[src/hw/rtl/reflective_sensor_conditioner_top_macros.svh]
// assertion macros for the conditioner top level
`ifndef REFLECTIVE_SENSOR_CONDITIONER_TOP_MACROS_SVH
`define REFLECTIVE_SENSOR_CONDITIONER_TOP_MACROS_SVH

// same-cycle implication, clocked on clk, off while rst_n is low
`define RSC_ASSERT_NOW(label, ante, cons, msg) \
  label: assert property (@(posedge clk) disable iff (!rst_n) (ante) |-> (cons)) \
    else $error(msg);

// next-cycle implication, clocked on clk, off while rst_n is low
`define RSC_ASSERT_NEXT(label, ante, cons, msg) \
  label: assert property (@(posedge clk) disable iff (!rst_n) (ante) |=> (cons)) \
    else $error(msg);

`endif

[src/hw/rtl/rsc_pkg.sv]
package rsc_pkg;

  localparam int SAMPLE_W   = 12;
  localparam int SUM_W      = 16;
  localparam int LEVEL_W    = 10;
  localparam int ALPHA_W    = 17;
  localparam int DZ_W       = 10;
  localparam int SMOOTH_W   = 16;
  localparam int CNT_W      = 4;
  localparam int LEVEL_FRAC = 6;
  localparam int NORM_SHIFT = 9;
  localparam int DZ_SHIFT   = 15;
  localparam int ALPHA_FRAC = 16;

  localparam int SAMPLES_PER_GROUP_DEF = 16;

  localparam int ONE_Q15   = 32768;
  localparam int ALPHA_ONE = 65536;
  localparam int DZ_SCALE  = 1000;

  // deadband limit dz*32768/1000 as (dz*2147484) >> 16, exact for every 10-bit dz
  localparam int                   DZ_RECIP_W  = 22;
  localparam logic [DZ_RECIP_W-1:0] DZ_RECIP   = 22'd2147484;
  localparam int                   DZ_RECIP_SH = 16;

  // restoring divider for the normalising step
  localparam int DIV_NUM_W  = SUM_W + NORM_SHIFT;
  localparam int DIV_DEN_W  = LEVEL_W;
  localparam int DIV_STEPS  = DIV_NUM_W;
  localparam int DIV_STEP_W = $clog2(DIV_STEPS);

  // configuration port
  localparam int CFG_IDX_W  = 2;
  localparam int CFG_DATA_W = ALPHA_W;

  localparam logic [CFG_IDX_W-1:0] CFG_THRESHOLD = 2'd0;
  localparam logic [CFG_IDX_W-1:0] CFG_MAX_LEVEL = 2'd1;
  localparam logic [CFG_IDX_W-1:0] CFG_ALPHA     = 2'd2;
  localparam logic [CFG_IDX_W-1:0] CFG_DEAD_ZONE = 2'd3;

  localparam logic [LEVEL_W-1:0] THRESHOLD_RST = 10'd0;
  localparam logic [LEVEL_W-1:0] MAX_LEVEL_RST = 10'd1023;
  localparam logic [ALPHA_W-1:0] ALPHA_RST     = 17'd6554;
  localparam logic [DZ_W-1:0]    DEAD_ZONE_RST = 10'd10;

  typedef enum logic [2:0] {
    ST_ACC,
    ST_NORM,
    ST_NORM_TAKE,
    ST_MUL,
    ST_SMOOTH,
    ST_OUT
  } state_t;

  typedef struct packed {
    logic acc;
    logic grp_end;
    logic div_step;
    logic norm_take;
    logic lim_take;
    logic smooth;
    logic out_load;
  } ctrl_cmd_t;

  typedef struct packed {
    logic last_sample;
    logic div_last;
    logic out_free;
  } ctrl_sts_t;

endpackage

[src/hw/rtl/rsc_in_if.sv]
interface rsc_in_if;
  logic                          valid;
  logic                          ready;
  logic [rsc_pkg::SAMPLE_W-1:0]  adc_sample;

  modport source (output valid, output adc_sample, input ready);
  modport sink   (input valid, input adc_sample, output ready);
endinterface

[src/hw/rtl/rsc_out_if.sv]
interface rsc_out_if;
  logic                          valid;
  logic                          ready;
  logic [rsc_pkg::SUM_W-1:0]     raw_average;
  logic [rsc_pkg::SMOOTH_W-1:0]  smooth_level;
  logic                          send;

  modport source (output valid, output raw_average, output smooth_level, output send,
                  input ready);
  modport sink   (input valid, input raw_average, input smooth_level, input send,
                  output ready);
endinterface

[src/hw/rtl/rsc_ctrl.sv]
module rsc_ctrl (
  input  logic               clk,
  input  logic               rst_n,
  input  logic               in_valid,
  output logic               in_ready,
  input  rsc_pkg::ctrl_sts_t sts,
  output rsc_pkg::ctrl_cmd_t cmd
);
  import rsc_pkg::*;

  state_t state_r;
  state_t state_nxt;

  always_ff @(posedge clk) begin
    if (!rst_n) begin
      state_r <= ST_ACC;
    end else begin
      state_r <= state_nxt;
    end
  end

  // next state
  always_comb begin
    state_nxt = state_r;
    case (state_r)
      ST_ACC: begin
        if (in_valid && sts.last_sample) begin
          state_nxt = ST_NORM;
        end
      end
      ST_NORM: begin
        if (sts.div_last) begin
          state_nxt = ST_NORM_TAKE;
        end
      end
      ST_NORM_TAKE: state_nxt = ST_MUL;
      ST_MUL:       state_nxt = ST_SMOOTH;
      ST_SMOOTH:    state_nxt = ST_OUT;
      ST_OUT: begin
        if (sts.out_free) begin
          state_nxt = ST_ACC;
        end
      end
      default: state_nxt = ST_ACC;
    endcase
  end

  // outputs
  always_comb begin
    in_ready = 1'b0;
    cmd      = '0;
    case (state_r)
      ST_ACC: begin
        in_ready    = 1'b1;
        cmd.acc     = in_valid;
        cmd.grp_end = in_valid && sts.last_sample;
      end
      ST_NORM:      cmd.div_step  = 1'b1;
      ST_NORM_TAKE: cmd.norm_take = 1'b1;
      ST_MUL:       cmd.lim_take  = 1'b1;
      ST_SMOOTH:    cmd.smooth    = 1'b1;
      ST_OUT:       cmd.out_load  = sts.out_free;
      default: begin
        in_ready = 1'b0;
        cmd      = '0;
      end
    endcase
  end

endmodule

[src/hw/rtl/rsc_datapath.sv]
module rsc_datapath #(
  parameter int SAMPLES_PER_GROUP = rsc_pkg::SAMPLES_PER_GROUP_DEF
) (
  input  logic                            clk,
  input  logic                            rst_n,
  input  rsc_pkg::ctrl_cmd_t              cmd,
  output rsc_pkg::ctrl_sts_t              sts,
  input  logic [rsc_pkg::SAMPLE_W-1:0]    adc_sample,
  input  logic                            cfg_we,
  input  logic [rsc_pkg::CFG_IDX_W-1:0]   cfg_idx,
  input  logic [rsc_pkg::CFG_DATA_W-1:0]  cfg_data,
  output logic                            out_valid,
  input  logic                            out_ready,
  output logic [rsc_pkg::SUM_W-1:0]       raw_average,
  output logic [rsc_pkg::SMOOTH_W-1:0]    smooth_level,
  output logic                            send
);
  import rsc_pkg::*;

  localparam int CNT_P1 = CNT_W + 1;
  localparam int NS_W   = SMOOTH_W + 4;
  localparam int PROD_W = (SMOOTH_W + 1) + (ALPHA_W + 1);
  localparam int STEP_W = PROD_W - ALPHA_FRAC;
  localparam int LIMP_W = DZ_W + DZ_RECIP_W;

  localparam logic [CNT_W:0]          SPG_C     = CNT_P1'(SAMPLES_PER_GROUP);
  localparam logic [DIV_STEP_W-1:0]   STEP_LAST = DIV_STEP_W'(DIV_STEPS - 1);
  localparam logic [DIV_NUM_W-1:0]    NORM_MAX  = DIV_NUM_W'(ONE_Q15);
  localparam logic [SMOOTH_W-1:0]     ONE_S     = SMOOTH_W'(ONE_Q15);
  localparam logic [ALPHA_W-1:0]      ALPHA_MAX = ALPHA_W'(ALPHA_ONE);
  localparam logic signed [NS_W-1:0]  NS_ONE    = NS_W'(ONE_Q15);

  // config registers
  logic [LEVEL_W-1:0] threshold_r;
  logic [LEVEL_W-1:0] max_level_r;
  logic [ALPHA_W-1:0] alpha_r;
  logic [DZ_W-1:0]    dead_zone_r;

  // accumulator
  logic [SUM_W-1:0]   sum_r;
  logic [CNT_W-1:0]   cnt_r;
  logic [SUM_W-1:0]   grp_sum_r;
  logic [SUM_W-1:0]   sum_nxt;

  // divider
  logic [DIV_NUM_W-1:0]  dvd_r;
  logic [DIV_DEN_W-1:0]  den_r;
  logic [DIV_DEN_W-1:0]  rem_r;
  logic [DIV_STEP_W-1:0] step_r;
  logic [DIV_DEN_W:0]    rem_sh;
  logic [DIV_DEN_W:0]    rem_sub;
  logic                  rem_ge;

  // smoother
  logic [SMOOTH_W-1:0]       norm_r;
  logic [SMOOTH_W-1:0]       limit_r;
  logic [SMOOTH_W-1:0]       smoothed_r;
  logic [SMOOTH_W-1:0]       last_rep_r;
  logic                      first_r;
  logic signed [PROD_W-1:0]  prod_r;

  logic [SUM_W-1:0]          th6;
  logic [SUM_W-1:0]          lvl_diff;
  logic [DIV_DEN_W-1:0]      span;
  logic [LIMP_W-1:0]         lim_prod;
  logic signed [SMOOTH_W:0]  delta;
  logic [ALPHA_W-1:0]        alpha_sat;
  logic signed [STEP_W-1:0]  adj;
  logic signed [NS_W-1:0]    ns;
  logic [SMOOTH_W-1:0]       ns_clamped;
  logic [SMOOTH_W-1:0]       diffabs;
  logic                      send_nxt;

  logic                      out_valid_r;
  logic [SUM_W-1:0]          raw_average_r;
  logic [SMOOTH_W-1:0]       smooth_level_r;
  logic                      send_r;

  always_ff @(posedge clk) begin
    if (!rst_n) begin
      threshold_r <= THRESHOLD_RST;
      max_level_r <= MAX_LEVEL_RST;
      alpha_r     <= ALPHA_RST;
      dead_zone_r <= DEAD_ZONE_RST;
    end else if (cfg_we) begin
      case (cfg_idx)
        CFG_THRESHOLD: threshold_r <= cfg_data[LEVEL_W-1:0];
        CFG_MAX_LEVEL: max_level_r <= cfg_data[LEVEL_W-1:0];
        CFG_ALPHA:     alpha_r     <= cfg_data[ALPHA_W-1:0];
        CFG_DEAD_ZONE: dead_zone_r <= cfg_data[DZ_W-1:0];
        default:       threshold_r <= threshold_r;
      endcase
    end
  end

  assign sum_nxt         = sum_r + SUM_W'(adc_sample);
  assign sts.last_sample = ({1'b0, cnt_r} + 1'b1) >= SPG_C;

  always_ff @(posedge clk) begin
    if (!rst_n) begin
      sum_r <= '0;
      cnt_r <= '0;
    end else if (cmd.acc) begin
      if (cmd.grp_end) begin
        sum_r <= '0;
        cnt_r <= '0;
      end else begin
        sum_r <= sum_nxt;
        cnt_r <= cnt_r + 1'b1;
      end
    end
  end

  // level offset and span for the normalising divide
  assign th6      = {threshold_r, {LEVEL_FRAC{1'b0}}};
  assign lvl_diff = sum_nxt - th6;
  assign span     = (max_level_r > threshold_r) ? (max_level_r - threshold_r)
                                                 : DIV_DEN_W'(1);

  // one quotient bit per step, quotient shifts into the dividend register
  assign rem_sh  = {rem_r, dvd_r[DIV_NUM_W-1]};
  assign rem_sub = rem_sh - {1'b0, den_r};
  assign rem_ge  = rem_sh >= {1'b0, den_r};
  assign sts.div_last = step_r == STEP_LAST;

  always_ff @(posedge clk) begin
    if (cmd.grp_end) begin
      grp_sum_r <= sum_nxt;
      dvd_r     <= (sum_nxt > th6) ? {lvl_diff, {NORM_SHIFT{1'b0}}} : '0;
      den_r     <= span;
      rem_r     <= '0;
      step_r    <= '0;
    end else if (cmd.norm_take) begin
      norm_r <= (dvd_r > NORM_MAX) ? ONE_S : dvd_r[SMOOTH_W-1:0];
    end else if (cmd.div_step) begin
      dvd_r  <= {dvd_r[DIV_NUM_W-2:0], rem_ge};
      rem_r  <= rem_ge ? rem_sub[DIV_DEN_W-1:0] : rem_sh[DIV_DEN_W-1:0];
      step_r <= step_r + 1'b1;
    end
  end

  // deadband limit by reciprocal multiply
  assign lim_prod  = dead_zone_r * DZ_RECIP;
  assign delta     = $signed({1'b0, norm_r}) - $signed({1'b0, smoothed_r});
  assign alpha_sat = (alpha_r > ALPHA_MAX) ? ALPHA_MAX : alpha_r;

  always_ff @(posedge clk) begin
    if (cmd.lim_take) begin
      limit_r <= lim_prod[DZ_RECIP_SH +: SMOOTH_W];
      prod_r  <= delta * $signed({1'b0, alpha_sat});
    end
  end

  // arithmetic shift is the floor of the divide by 65536
  assign adj = prod_r[PROD_W-1:ALPHA_FRAC];
  assign ns  = $signed({4'b0000, smoothed_r}) + NS_W'(adj);
  assign ns_clamped = (ns < 0) ? '0 : ((ns > NS_ONE) ? ONE_S : ns[SMOOTH_W-1:0]);

  assign diffabs  = (smoothed_r > last_rep_r) ? (smoothed_r - last_rep_r)
                                               : (last_rep_r - smoothed_r);
  assign send_nxt = (diffabs > limit_r) || (smoothed_r == '0) || (smoothed_r == ONE_S);

  always_ff @(posedge clk) begin
    if (!rst_n) begin
      smoothed_r <= '0;
      last_rep_r <= '0;
      first_r    <= 1'b1;
    end else if (cmd.smooth) begin
      if (first_r) begin
        smoothed_r <= norm_r;
        last_rep_r <= '0;
        first_r    <= 1'b0;
      end else begin
        smoothed_r <= ns_clamped;
      end
    end else if (cmd.out_load && send_nxt) begin
      last_rep_r <= smoothed_r;
    end
  end

  always_ff @(posedge clk) begin
    if (!rst_n) begin
      out_valid_r <= 1'b0;
    end else if (cmd.out_load) begin
      out_valid_r <= 1'b1;
    end else if (out_ready) begin
      out_valid_r <= 1'b0;
    end
  end

  always_ff @(posedge clk) begin
    if (cmd.out_load) begin
      raw_average_r  <= grp_sum_r;
      smooth_level_r <= smoothed_r;
      send_r         <= send_nxt;
    end
  end

  assign sts.out_free = !out_valid_r || out_ready;
  assign out_valid    = out_valid_r;
  assign raw_average  = raw_average_r;
  assign smooth_level = smooth_level_r;
  assign send         = send_r;

endmodule

[src/hw/rtl/reflective_sensor_conditioner_top.sv]
// samples that do not close a group: one per cycle, accepted in the cycle they arrive
// a group-closing sample: 25-step divide, quotient take, multiply and smoother update, then
// the result load once the output register is free; input is held off until that load
// results sit in an output register; the next group is accepted while one waits
// synchronous active-low reset: config to defaults, accumulator, smoother and first-group flag
`include "reflective_sensor_conditioner_top_macros.svh"

module reflective_sensor_conditioner_top #(
  parameter int SAMPLES_PER_GROUP = rsc_pkg::SAMPLES_PER_GROUP_DEF
) (
  input  logic                            clk,
  input  logic                            rst_n,
  rsc_in_if.sink                          in_if,
  rsc_out_if.source                       out_if,
  input  logic                            cfg_we,
  input  logic [rsc_pkg::CFG_IDX_W-1:0]   cfg_idx,
  input  logic [rsc_pkg::CFG_DATA_W-1:0]  cfg_data
);
  import rsc_pkg::*;

  localparam logic [SMOOTH_W-1:0] ONE_S = SMOOTH_W'(ONE_Q15);

  // control to datapath: one strobe per operation of the group sequence
  ctrl_cmd_t cmd;
  // datapath to control: end of group, last divider step, output slot free
  ctrl_sts_t sts;

  // result sitting at either end of the unit range
  logic      out_at_end;

  // sequencer: accumulate, normalising divide, quotient take,
  // multiply with deadband limit, smoother update, result load
  rsc_ctrl u_ctrl (
    .clk      (clk),
    .rst_n    (rst_n),
    .in_valid (in_if.valid),
    .in_ready (in_if.ready),
    .sts      (sts),
    .cmd      (cmd)
  );

  // accumulator, restoring divider, 17x18 multiplier, output register
  rsc_datapath #(
    .SAMPLES_PER_GROUP (SAMPLES_PER_GROUP)
  ) u_datapath (
    .clk          (clk),
    .rst_n        (rst_n),
    .cmd          (cmd),
    .sts          (sts),
    .adc_sample   (in_if.adc_sample),
    .cfg_we       (cfg_we),
    .cfg_idx      (cfg_idx),
    .cfg_data     (cfg_data),
    .out_valid    (out_if.valid),
    .out_ready    (out_if.ready),
    .raw_average  (out_if.raw_average),
    .smooth_level (out_if.smooth_level),
    .send         (out_if.send)
  );

  assign out_at_end = (out_if.smooth_level == '0) || (out_if.smooth_level == ONE_S);

  // smoothed level never leaves the unit range
  `RSC_ASSERT_NOW(a_smooth_range, out_if.valid, out_if.smooth_level <= ONE_S, "smooth above one")

  // the end points of the range are always reported
  `RSC_ASSERT_NOW(a_send_ends, out_if.valid && out_at_end, out_if.send, "end point not sent")

  // no sample is taken while the divider runs
  `RSC_ASSERT_NOW(a_busy_no_input, cmd.div_step, !in_if.ready, "input accepted during divide")

  // loading a result always raises valid on the next cycle
  `RSC_ASSERT_NEXT(a_load_valid, cmd.out_load, out_if.valid, "result load lost")

endmodule

[src/flat_wrapper.sv]
// flat-port wrapper written by rule: the top's interface ports become plain ports
module reflective_sensor_conditioner_top_flat import rsc_pkg::*;
#(
  parameter int SAMPLES_PER_GROUP = rsc_pkg::SAMPLES_PER_GROUP_DEF
)
  (clk, rst_n, cfg_we, cfg_idx, cfg_data, in_if_valid, in_if_adc_sample, in_if_ready, out_if_valid, out_if_raw_average, out_if_smooth_level, out_if_send, out_if_ready);
  rsc_in_if in_if_i ();
  rsc_out_if out_if_i ();
  input  logic clk;
  input  logic rst_n;
  input  logic cfg_we;
  input  logic [rsc_pkg::CFG_IDX_W-1:0] cfg_idx;
  input  logic [rsc_pkg::CFG_DATA_W-1:0] cfg_data;
  input wire logic [$bits(in_if_i.valid)-1:0] in_if_valid;
  input wire logic [$bits(in_if_i.adc_sample)-1:0] in_if_adc_sample;
  output wire logic [$bits(in_if_i.ready)-1:0] in_if_ready;
  output wire logic [$bits(out_if_i.valid)-1:0] out_if_valid;
  output wire logic [$bits(out_if_i.raw_average)-1:0] out_if_raw_average;
  output wire logic [$bits(out_if_i.smooth_level)-1:0] out_if_smooth_level;
  output wire logic [$bits(out_if_i.send)-1:0] out_if_send;
  input wire logic [$bits(out_if_i.ready)-1:0] out_if_ready;
  assign in_if_i.valid = in_if_valid;
  assign in_if_i.adc_sample = in_if_adc_sample;
  assign in_if_ready = in_if_i.ready;
  assign out_if_valid = out_if_i.valid;
  assign out_if_raw_average = out_if_i.raw_average;
  assign out_if_smooth_level = out_if_i.smooth_level;
  assign out_if_send = out_if_i.send;
  assign out_if_i.ready = out_if_ready;
  reflective_sensor_conditioner_top #(.SAMPLES_PER_GROUP(SAMPLES_PER_GROUP)) u_core (.clk(clk), .rst_n(rst_n), .in_if(in_if_i), .out_if(out_if_i), .cfg_we(cfg_we), .cfg_idx(cfg_idx), .cfg_data(cfg_data));
endmodule
[config.mk]
export PLATFORM = sky130hd
export DESIGN_NAME = reflective_sensor_conditioner_top_flat
export DESIGN_NICKNAME = d
export VERILOG_FILES = /design/src/hw/rtl/rsc_pkg.sv /design/src/hw/rtl/rsc_in_if.sv /design/src/hw/rtl/rsc_out_if.sv /design/src/hw/rtl/rsc_ctrl.sv /design/src/hw/rtl/rsc_datapath.sv /design/src/hw/rtl/reflective_sensor_conditioner_top.sv /design/src/flat_wrapper.sv
export VERILOG_INCLUDE_DIRS = /design/src /design/src/hw/rtl
export SDC_FILE = /design/constraint.sdc
export NUM_CORES = 1
export LEC_CHECK = 0
export BUFFER_PORTS_ARGS = -buffer_cell sky130_fd_sc_hd__buf_2
export CELL_PAD_IN_SITES_DETAIL_PLACEMENT = 0
export CELL_PAD_IN_SITES_GLOBAL_PLACEMENT = 2
export CORE_MARGIN = 1.5
export CORE_UTILIZATION = 38
export CTS_BUF_LIST = sky130_fd_sc_hd__clkbuf_8
export CTS_CLUSTER_SIZE = 40
export DETAILED_ROUTE_END_ITERATION = 10
export PLACE_DENSITY_LB_ADDON = 0.1
export SLEW_MARGIN = 0
export SYNTH_ARGS = -nofsm -noshare
export SYNTH_HDL_FRONTEND = slang
export SYNTH_SLANG_ARGS = --single-unit
export TNS_END_PERCENT = 1
[constraint.sdc]
create_clock -name clk -period 7.6 [get_ports clk]
set_input_delay 0.76 -clock clk [delete_from_list [all_inputs] [get_ports clk]]
set_output_delay 0.76 -clock clk [all_outputs]
set_load 0.005 [all_outputs]
After elaboration in Yosys (flattened, before gate mapping):

Index checks and enable logic that the tools add are counted.

* word-level logic and storage cells: 111
* input bits: 36
* register bits after elaboration: 270

* multiply operators: 2
* bitwise logic cells: 2
* magnitude comparators: 10
* reductions and logical operators: 21
* $add $sub $neg: 11
* equal/unequal tests: 15
* muxes and demuxes: 28

Operators by type and width (count)
* $mux W16: 8
* $mux W25: 4
* $gt A16 B16 Y1: 3
* $sub A16 B16 Y16: 3
* $mul A17 B18 Y35: 1
* $mul A10 B20 Y30 const B: 1
* $gt A25 B16 Y1 const B: 1
* $add A17 B19 Y20: 1
* $gt A20 B17 Y1 const B: 1
* $lt A20 B1 Y1 const B: 1
* $sub A10 B10 Y10: 2
* $pmux W3 S6: 1
* $gt A17 B17 Y1 const B: 1
* $mux W17: 1
* $sub A16 B16 Y17: 1
* $add A16 B12 Y16: 1
* $eq A16 B16 Y1 const B: 1
* $logic_not A16 Y1: 1
* $reduce_and A2 Y1: 8
* $ge A11 B10 Y1: 1
* $gt A10 B10 Y1: 1
* $mux W10: 1
* $mux W3: 3
* $mux W1: 8
* 22 further kinds: 34

Depth between registers and ports, before layout:

Gate-level depths: netlist (run 1).

* depth after elaboration: 8
* gate-level depth with buffers: 34
* gate-level depth less buffers: 32

Modules after synthesis:

Synthesis (run 1) repeated with hierarchy kept, for this count alone.

* cell total of the unflattened synthesis: 3023
* area, all modules: 26920.8 um^2

By module, submodules not included
* rsc_datapath: cells an instance 2998, times used 1, area each 26703.1 um^2
* rsc_ctrl: cells an instance 25, times used 1, area each 217.7 um^2

Worst setup path before layout (run 1):

OpenSTA, ideal clock, no wires.

* path kind: register to register
* start: reg u_core.u_datapath.smoothed_r[1]
* end: reg u_core.u_datapath.prod_r[31], data pin
* stages on the path, launching flop included: 31
* clock period less this slack: 8.312 ns
* data required time: 7.334 ns
* arrival time: 8.046 ns
* path buffers: 0
* setup slack: -0.712 ns
* cell sequence: dfxtp_1 > inv_1 > ha_1 > nor2b_1 > o21ai_0 > a21boi_1 > o211ai_1 > a21oi_1 > a2111o_1 > and2_1 > xnor2_1 > nand2_1 > fa_1 > inv_1 > fa_1 > fa_1 > fa_1 > fa_1 > inv_1 > fa_1 > inv_1 > ha_1 > a21o_1 > a21oi_1 > o21ai_0 > a21o_1 > a2111o_1 > a211oi_2 > nor2b_1 > a211oi_1 > nor3_1

* cells in the longest elaborated chain, start to end: 2

Ends and longest elaborated chain
* from (decl): RTL line rsc_datapath.sv:57 `logic [SMOOTH_W-1:0] smoothed_r;`
* from (signal assigned): RTL line rsc_datapath.sv:170 `smoothed_r <= norm_r;`
* from (signal assigned): RTL line rsc_datapath.sv:174 `smoothed_r <= ns_clamped;`
* $sub A16 B16 Y17: RTL line rsc_datapath.sv:144 `assign delta = $signed({1'b0, norm_r}) - $signed({1'b0, smoothed_r});`
* $mul A17 B18 Y35: RTL line rsc_datapath.sv:150 `prod_r <= delta * $signed({1'b0, alpha_sat});`
* to (signal assigned): RTL line rsc_datapath.sv:150
* to (decl): RTL line rsc_datapath.sv:60 `logic signed [PROD_W-1:0] prod_r;`

Every way passes these cells.
A chain may end at the register's enable or synchronous reset.

Worst setup path after layout (run 1):

* start: reg u_core.u_datapath.norm_r[1]
* end: reg u_core.u_datapath.prod_r[31], data pin

* cells in the longest elaborated chain, start to end: 2

Ends and longest elaborated chain
* from (decl): RTL line rsc_datapath.sv:55 `logic [SMOOTH_W-1:0] norm_r;`
* from (signal assigned): RTL line rsc_datapath.sv:134 `norm_r <= (dvd_r > NORM_MAX) ? ONE_S : dvd_r[SMOOTH_W-1:0];`
* $sub A16 B16 Y17: RTL line rsc_datapath.sv:144
* $mul A17 B18 Y35: RTL line rsc_datapath.sv:150

Every way passes these cells.

==> flow_summary.toml, run 1 <==
[drt]
drcViolationCount = 0
avgViaCountPerCell = 5.15
routed_wl_um = 80100
antenna_left = 0
drtIter0Drc = 1315
routedWlPerCell_um = 19.5
first_pass_iters = 5
vias = 21200

[logic_synthesis]
synth_warnings = 0
synth_seq_cells = 254
synth-async-reset-ratio_pct = 0
yosysUniqueCellTypes = 89
synth-main-ff-cell = "edfxtp_1"
synth_most_common_cell = "inv_1"
synthTopCellsByArea = "fa_1 (20%), ha_1 (16%), edfxtp_1 (15%)"
ys_top_cells_by_count = "inv_1 (475), nand2_1 (357), ha_1 (334), fa_1 (259), nor2_1 (202)"
synth_top_area_share_pct = 19.6
yosysSeqAreaShare_pct = 24.3
syn_area_um2 = 26400
synth_edf_count = 135
synthCells = 2915
syn_nets = 3544
synth_top_area_cell = "fa_1"
avgSynthCellArea_um2 = 9.07

[status]
violations = "setup timing"
status = "finished, violations left"

[place]
place.detailed.hpwl_um = 65700
place.gp.congestion = 0.894
preCtsSetupSlack_ns = -0.454
port_buffers = 70

[grt]
grt_usage_pct = 23.0
grt_pass1_wl_um = 126000
grt_start_max_net_pins = 67
grt-ovfl-total = 0
antenna_found_initial = 1
grt_pass1_vias = 21800

[worst_setup_path]
cpMaxStageDelayCell = "fa_1"
end_kind = "flip-flop"
cp-start-kind = "flip-flop"
path_class = "reg2reg"
worst-path-max-fanout = 10
worstPathRequired_ns = 7.98
r2r_start = "u_core.u_datapath.norm_r[1]"
crit_arrival_ns = 8.33
rr_worst_depth = 31
critPathMaxStageDelay_ns = 0.61
critPathMostFrequentCell = "fa_1"
timing.rr.end = "u_core.u_datapath.prod_r[31]"
r2r_setup_slack_ns = -0.35

[cells_and_area]
drive_above_1_share_pct = 13.4
finish.utilization_pct = 44.4
final_nets = 3775
area_growth_pct = 15.3

[clock_tree]
cts_buffer_depth = 3
clockRootBuffer = "clkbuf_8"
cts.sinks = 254
ctsHoldBuffers = 0
clk_pin_slew_ns = 0.07
clkLatencyLatePin_ns = 0.64
cts_buffers = 49
cts.htree.levels = 2
cts_tree = "yes"

[power_and_ir_drop]
vdd_drop_max_uv = 707
p_leak_nw = 14.6
power-per-cell-area_nw_per_um2 = 314

[worst_hold_path]
worstHoldPathCells = 0
min_from = "u_core.u_datapath.grp_sum_r[14]"
min_to = "u_core.u_datapath.raw_average[14]"
holdCritPathClass = "reg2reg"

[die]
row_count = 96
die_area_um2 = 71200
start_util_pct = 38.5
num_io_pins = 71
die_h_um = 267
die_x_um = 267
core-area_um2 = 68700

[timing]
hold_violations = 0
max_slew.worst_pin.slew_ns = 1.27
drv_slew = 0
period_minus_slack_ns = 7.95
fin_setup_tns_ns = -2.55
fmax_mhz = 126
skew_ns = 0.0452
setup_ws_ns = -0.353
maxSlewHeadroom_pct = 15.0
setup_violations = 11
fin_crit_sh_pct = 105
whs_ns = 0.402
rsz0062_at_grt = "yes"

[run]
max_cap_violations = 0
==> what timing repair did <==
action	CTS	global route
gates resized for setup	7	9
endpoints found under the setup margin	13	17
pin swaps	8	15
setup buffers	3	3
cloned	0	0
==> sequential cells by signal, summed over array words and instances, names as in the netlist, 3 cells and up <==
register,cells
u_core.u_ctrl.state_r,3
u_core.u_datapath.grp_sum_r,16
u_core.u_datapath.smoothed_r,16
u_core.u_datapath.max_level_r,10
u_core.u_datapath.dead_zone_r,10
u_core.u_datapath.limit_r,16
u_core.u_datapath.step_r,5
u_core.u_datapath.rem_r,10
u_core.u_datapath.alpha_r,17
u_core.u_datapath.cnt_r,4
u_core.u_datapath.dvd_r,25
u_core.u_datapath.den_r,10
u_core.u_datapath.smooth_level,16
u_core.u_datapath.prod_r,19
u_core.u_datapath.threshold_r,10
u_core.u_datapath.norm_r,16
u_core.u_datapath.last_rep_r,16
u_core.u_datapath.raw_average,16
u_core.u_datapath.sum_r,16
==> area by class of cell <==
| cell class | count | area (um2) |
|---|---|---|
| Fill cell | 6901 | 38200 |
| Multi-Input combinational cell | 2088 | 18100 |
| Sequential cell | 254 | 6440 |
| Timing Repair Buffer | 276 | 2020 |
| Inverter | 477 | 1790 |
| Tap cell | 931 | 1160 |
| Clock buffer | 51 | 702 |
| Clock inverter | 38 | 250 |
| Antenna cell | 1 | 2.50 |
==> where the power goes <==
part / internal (mW) / leakage, nW / switching, mW
sequential: 1.69 / 2.17 / 0.0357
combinational: 3.14 / 11.9 / 3.35
clock: 0.727 / 0.541 / 0.630
==> metal layers <==
metal / part of all wire, % / up-vias / GRT usage [%]
li1: - / 10200 / -
met1: 48 / 10500 / 33.1
met2: 46 / 435 / 37.4
met3: 4.1 / 81 / 2.66
met4: 1.7 / 0 / 4.39
met5: 0 / - / 0
==> how the worst max path moves through the flow <==
stage          cells past startpoint                            to                        start
2_1_floorplan                     28  u_core.u_datapath.prod_r[31]  u_core.u_datapath.norm_r[0]
3_3_place_gp                      31  u_core.u_datapath.prod_r[31]  u_core.u_datapath.norm_r[1]
3_5_place_dp                      32  u_core.u_datapath.prod_r[31]  u_core.u_datapath.norm_r[1]
4_1_cts                           31  u_core.u_datapath.prod_r[31]  u_core.u_datapath.norm_r[1]
5_1_grt                           31  u_core.u_datapath.prod_r[31]  u_core.u_datapath.norm_r[1]
6_report                          31  u_core.u_datapath.prod_r[31]  u_core.u_datapath.norm_r[1]
==> worst max-delay path, delay by kind of cell, from the launching register on <==
kind            cells  cell delay (ns)
compound gates     14             2.92
buf+inv             5             0.56
fa+ha+maj           8             3.41
simple gates        4             0.38
flops               1             0.41
==> metrics by stage <==
stage	cells	power, mW	area, um2
2_1_floorplan	2915	5.67	26700
3_3_place_gp	4019	8.14	29400
3_5_place_dp	4020	8.23	29400
4_1_cts	4112	9.76	30400
5_1_grt	4116	10.5	30500
6_report	4116	9.58	30500
==> cells in the final DEF, fill, tap and decap left out, types with 12 or more instances in the layout <==
cell type  Yosys  routed
mux2i_1       35      35
nand3_1       70      70
a31oi_1       27      26
and2_1        65      65
a21o_1        26      26
a21boi_0      12      12
nand2b_1      20      20
o21a_1        13      13
o21ai_0       83      80
nor3_1        25      24
buf_2         14      71
or3_1         13      13
nor2b_1       30      29
o22ai_1       15      15
dfxtp_1      119     116
edfxtp_1     135     135
xor2_1        38      37
xnor2_1       56      51
ha_1         334     325
nand4_1       24      24
buf_4          1     194
nand2_1      357     352
clkbuf_8       0      51
nor2_1       202     198
a21oi_1      119     117
and3_1        39      35
o211ai_1      17      17
nor4_1        32      31
fa_1         259     253
a22o_1        19      19
inv_1        475     487
==> kinds of logic (layout without fill, tap and decap cells) <==
family / after synthesis / count (layout) / synth area share, %
simple gates: 923 / 923 / 16.4
fa+ha+maj: 593 / 593 / 35.4
buf+inv: 573 / 842 / 8.21
compound gates: 440 / 440 / 11.0
flops: 254 / 254 / 24.3
xor+xnor: 95 / 95 / 3.17
mux: 37 / 37 / 1.41
other cells: 0 / 1 / 0
Power figures use the tool's default switching activity.
==> inputs of run 2 (changes only) <==
--- a/config.mk
+++ b/config.mk
@@ -18,5 +18,6 @@
 export SLEW_MARGIN = 0
 export SYNTH_ARGS = -nofsm -noshare
 export SYNTH_HDL_FRONTEND = slang
+export SYNTH_HIERARCHICAL = 1
 export SYNTH_SLANG_ARGS = --single-unit
 export TNS_END_PERCENT = 1
==> run 2 against run 1 <==
The run still ends with setup timing left. Sequential power is essentially flat. First-iteration DRC count rose by 20%. Clock-buffer cell count is 5 higher. Critical path depth grew 3. Sequential cell count did not move. Clock power about the same. Via count is 4.1% higher. Design area up 2.6%. Synthesized cell count rose by 3.7%. Hold slack improved by 0.0096 ns. Die area up 1.8%. Sequential share of layout area down 0.54 points. Highest routed layer is now met5.
==> flow_summary.toml, run 2 <==
[worst_setup_path]
cp-start-kind = "flip-flop"
path_class = "reg2reg"
critPathMaxStageDelay_ns = 0.54
cpMaxStageDelayCell = "fa_1"
crit_arrival_ns = 7.98
r2r_setup_slack_ns = -0.03
worst-path-max-fanout = 16
end_kind = "flip-flop"
worstPathRequired_ns = 7.95

[timing]
maxSlewHeadroom_pct = 22.1
max_slew.worst_pin.slew_ns = 1.16
fin_crit_sh_pct = 100
hold_violations = 0
setup_ws_ns = -0.0329
rsz0062_at_grt = "yes"
setup_violations = 3
drv_slew = 0
period_minus_slack_ns = 7.63
fin_setup_tns_ns = -0.0890
fmax_mhz = 131
skew_ns = 0.0371

[die]
core-area_um2 = 70000
die_h_um = 269
start_util_pct = 38.4
die_area_um2 = 72400
row_count = 97
num_io_pins = 71
die_x_um = 269

[logic_synthesis]
yosysSeqAreaShare_pct = 23.9
synthCells = 3023
syn_area_um2 = 26900
synth_warnings = 6
synth_top_area_cell = "fa_1"
synth_edf_count = 135
synth_top_area_share_pct = 19.3
syn_nets = 3654
yosysUniqueCellTypes = 79
synth_seq_cells = 254
synth-main-ff-cell = "edfxtp_1"
synthTopCellsByArea = "fa_1 (19%), ha_1 (16%), edfxtp_1 (15%)"
ys_top_cells_by_count = "inv_1 (496), ha_1 (336), nand2_1 (330), fa_1 (259), nor2_1 (210)"
synth-async-reset-ratio_pct = 0
avgSynthCellArea_um2 = 8.91
synth_most_common_cell = "inv_1"

[status]
violations = "setup timing"
status = "finished, violations left"

[worst_hold_path]
holdCritPathClass = "in2reg"

[cells_and_area]
largest_reg_flops = 25
final_nets = 3884
area_growth_pct = 16.2
fillerInstances = 6990
reg_top3 = "u_core/u_datapath/dvd_r: 25 flops, u_core/u_datapath/prod_r: 19 flops, u_core/u_datapath/alpha_r: 17 flops"
drive_above_1_share_pct = 14.7
most-common-layout-cells = "inv_1 (507), nand2_1 (330), ha_1 (324), fa_1 (251), buf_4 (212)"
stdcell_count = 4234
regMostFlops = "u_core/u_datapath/dvd_r"
layout_commonest_cell = "inv_1"

[grt]
use_met2_pct = 37.9
grt_pass1_wl_um = 132000
grt_usage_pct = 23.3
grt.met1_usage_pct = 32.5
antenna_found_initial = 3
grt-ovfl-total = 0
busiest_layer = "met2"
grt_pass1_vias = 22900
grt_start_max_net_pins = 48
use_met3_pct = 3.53

[clock_tree]
cts_buffer_depth = 3
clkLatencyLatePin_ns = 0.61
clockRootBuffer = "clkbuf_8"
cts_tree = "yes"
ctsHoldBuffers = 0
cts.sinks = 254
cts.htree.levels = 2
cts_buffers = 49
clk_pin_slew_ns = 0.06

[drt]
routed_wl_um = 84300
vias = 22100
avgViaCountPerCell = 5.21
drtIter0Drc = 1575
antenna_left = 0
routedWlPerCell_um = 19.9
first_pass_iters = 6
drcViolationCount = 0

[place]
port_buffers = 70
place.detailed.hpwl_um = 67100
place.gp.congestion = 0.934
placed_cells = 4112

[power_and_ir_drop]
p_leak_nw = 14.9
power-per-cell-area_nw_per_um2 = 312
vdd_drop_max_uv = 680

[run]
max_cap_violations = 0
==> run 2: per-stage QoR <==
| stage | util (%) | hold slack, ns | power, mW | setup slack, ns | cell area, um2 |
|---|---|---|---|---|---|
| finish | 44.7 | 0.412 | 9.74 | -0.0329 | 31300 |
| CTS | 44.3 | 0.367 | 9.84 | -0.142 | 31000 |
| global route | 44.7 | 0.392 | 10.6 | -0.355 | 31300 |
| global placement | 42.3 | 0.405 | 7.81 | -0.362 | 29600 |
| floorplan | - | 0.400 | 5.07 | 0.0130 | 27000 |
| detailed placement | 42.3 | 0.406 | 7.83 | -0.480 | 29600 |
==> run 2: critical path, delay by kind of cell, from the launching register on <==
kind,cells,cell delay (ns)
adder cells (fa/ha/maj),8,3.42
AO/OA/AOI/OAI,9,1.49
buffers and inverters,11,1.21
AND/OR/NAND/NOR,4,0.62
flip-flops,1,0.34
XOR/XNOR,2,0.30
==> run 2: area by class of cell <==
class	count	area (um2)	share of cell area, %
clock inverters	35	174	0.556
flip-flops and latches	254	6440	20.6
clock buffers	56	771	2.46
multi-input cells	2149	18600	59.6
diodes	1	2.50	0.00800
well taps	940	1180	3.76
inverters	499	1870	5.99
repair buffers	300	2210	7.07
==> run 2: kinds of logic after synthesis <==
| group | synth area share [%] |
|---|---|
| AO/OA/AOI/OAI | 13.0 |
| XOR/XNOR | 2.86 |
| adder cells (fa/ha/maj) | 34.9 |
| buffers and inverters | 8.74 |
| flip-flops | 23.9 |
| multiplexers | 0.637 |
| AND/OR/NAND/NOR | 16.0 |
==> run 2: worst paths after layout <==
path	endpoint	cells after the start	from
worst max register to register	u_core/u_datapath/prod_r[26]	34	u_core/u_datapath/norm_r[0]
worst min-delay path	u_core/u_datapath/alpha_r[11]	3	cfg_data[11]
worst max-delay path	u_core/u_datapath/prod_r[26]	34	u_core/u_datapath/norm_r[0]
worst min register to register	u_core/u_datapath/raw_average[10]	0	u_core/u_datapath/grp_sum_r[10]
==> run 2: where the power goes <==
part | switching (mW) | internal, mW | total, mW
Clock | 0.622 | 0.706 | 1.33
Sequential | 0.0441 | 1.68 | 1.72
Combinational | 3.48 | 3.21 | 6.69
==> run 2: per-layer routing <==
metal  vias up  part of all wire (%)  wire [um]
met3        97                   5.4       4580
li1      10600                     -          -
met1     10800                    46      39100
met5         -                 0.015         13
met2       539                    46      38700
met4         2                   2.2       1860
==> run 2: repair_timing <==
| action | CTS | global route |
|---|---|---|
| gates resized for setup | 71 | 39 |
| pin swaps | 82 | 32 |
| cloned | 1 | 0 |
| endpoints found under the setup margin | 16 | 16 |
| setup buffers | 23 | 8 |
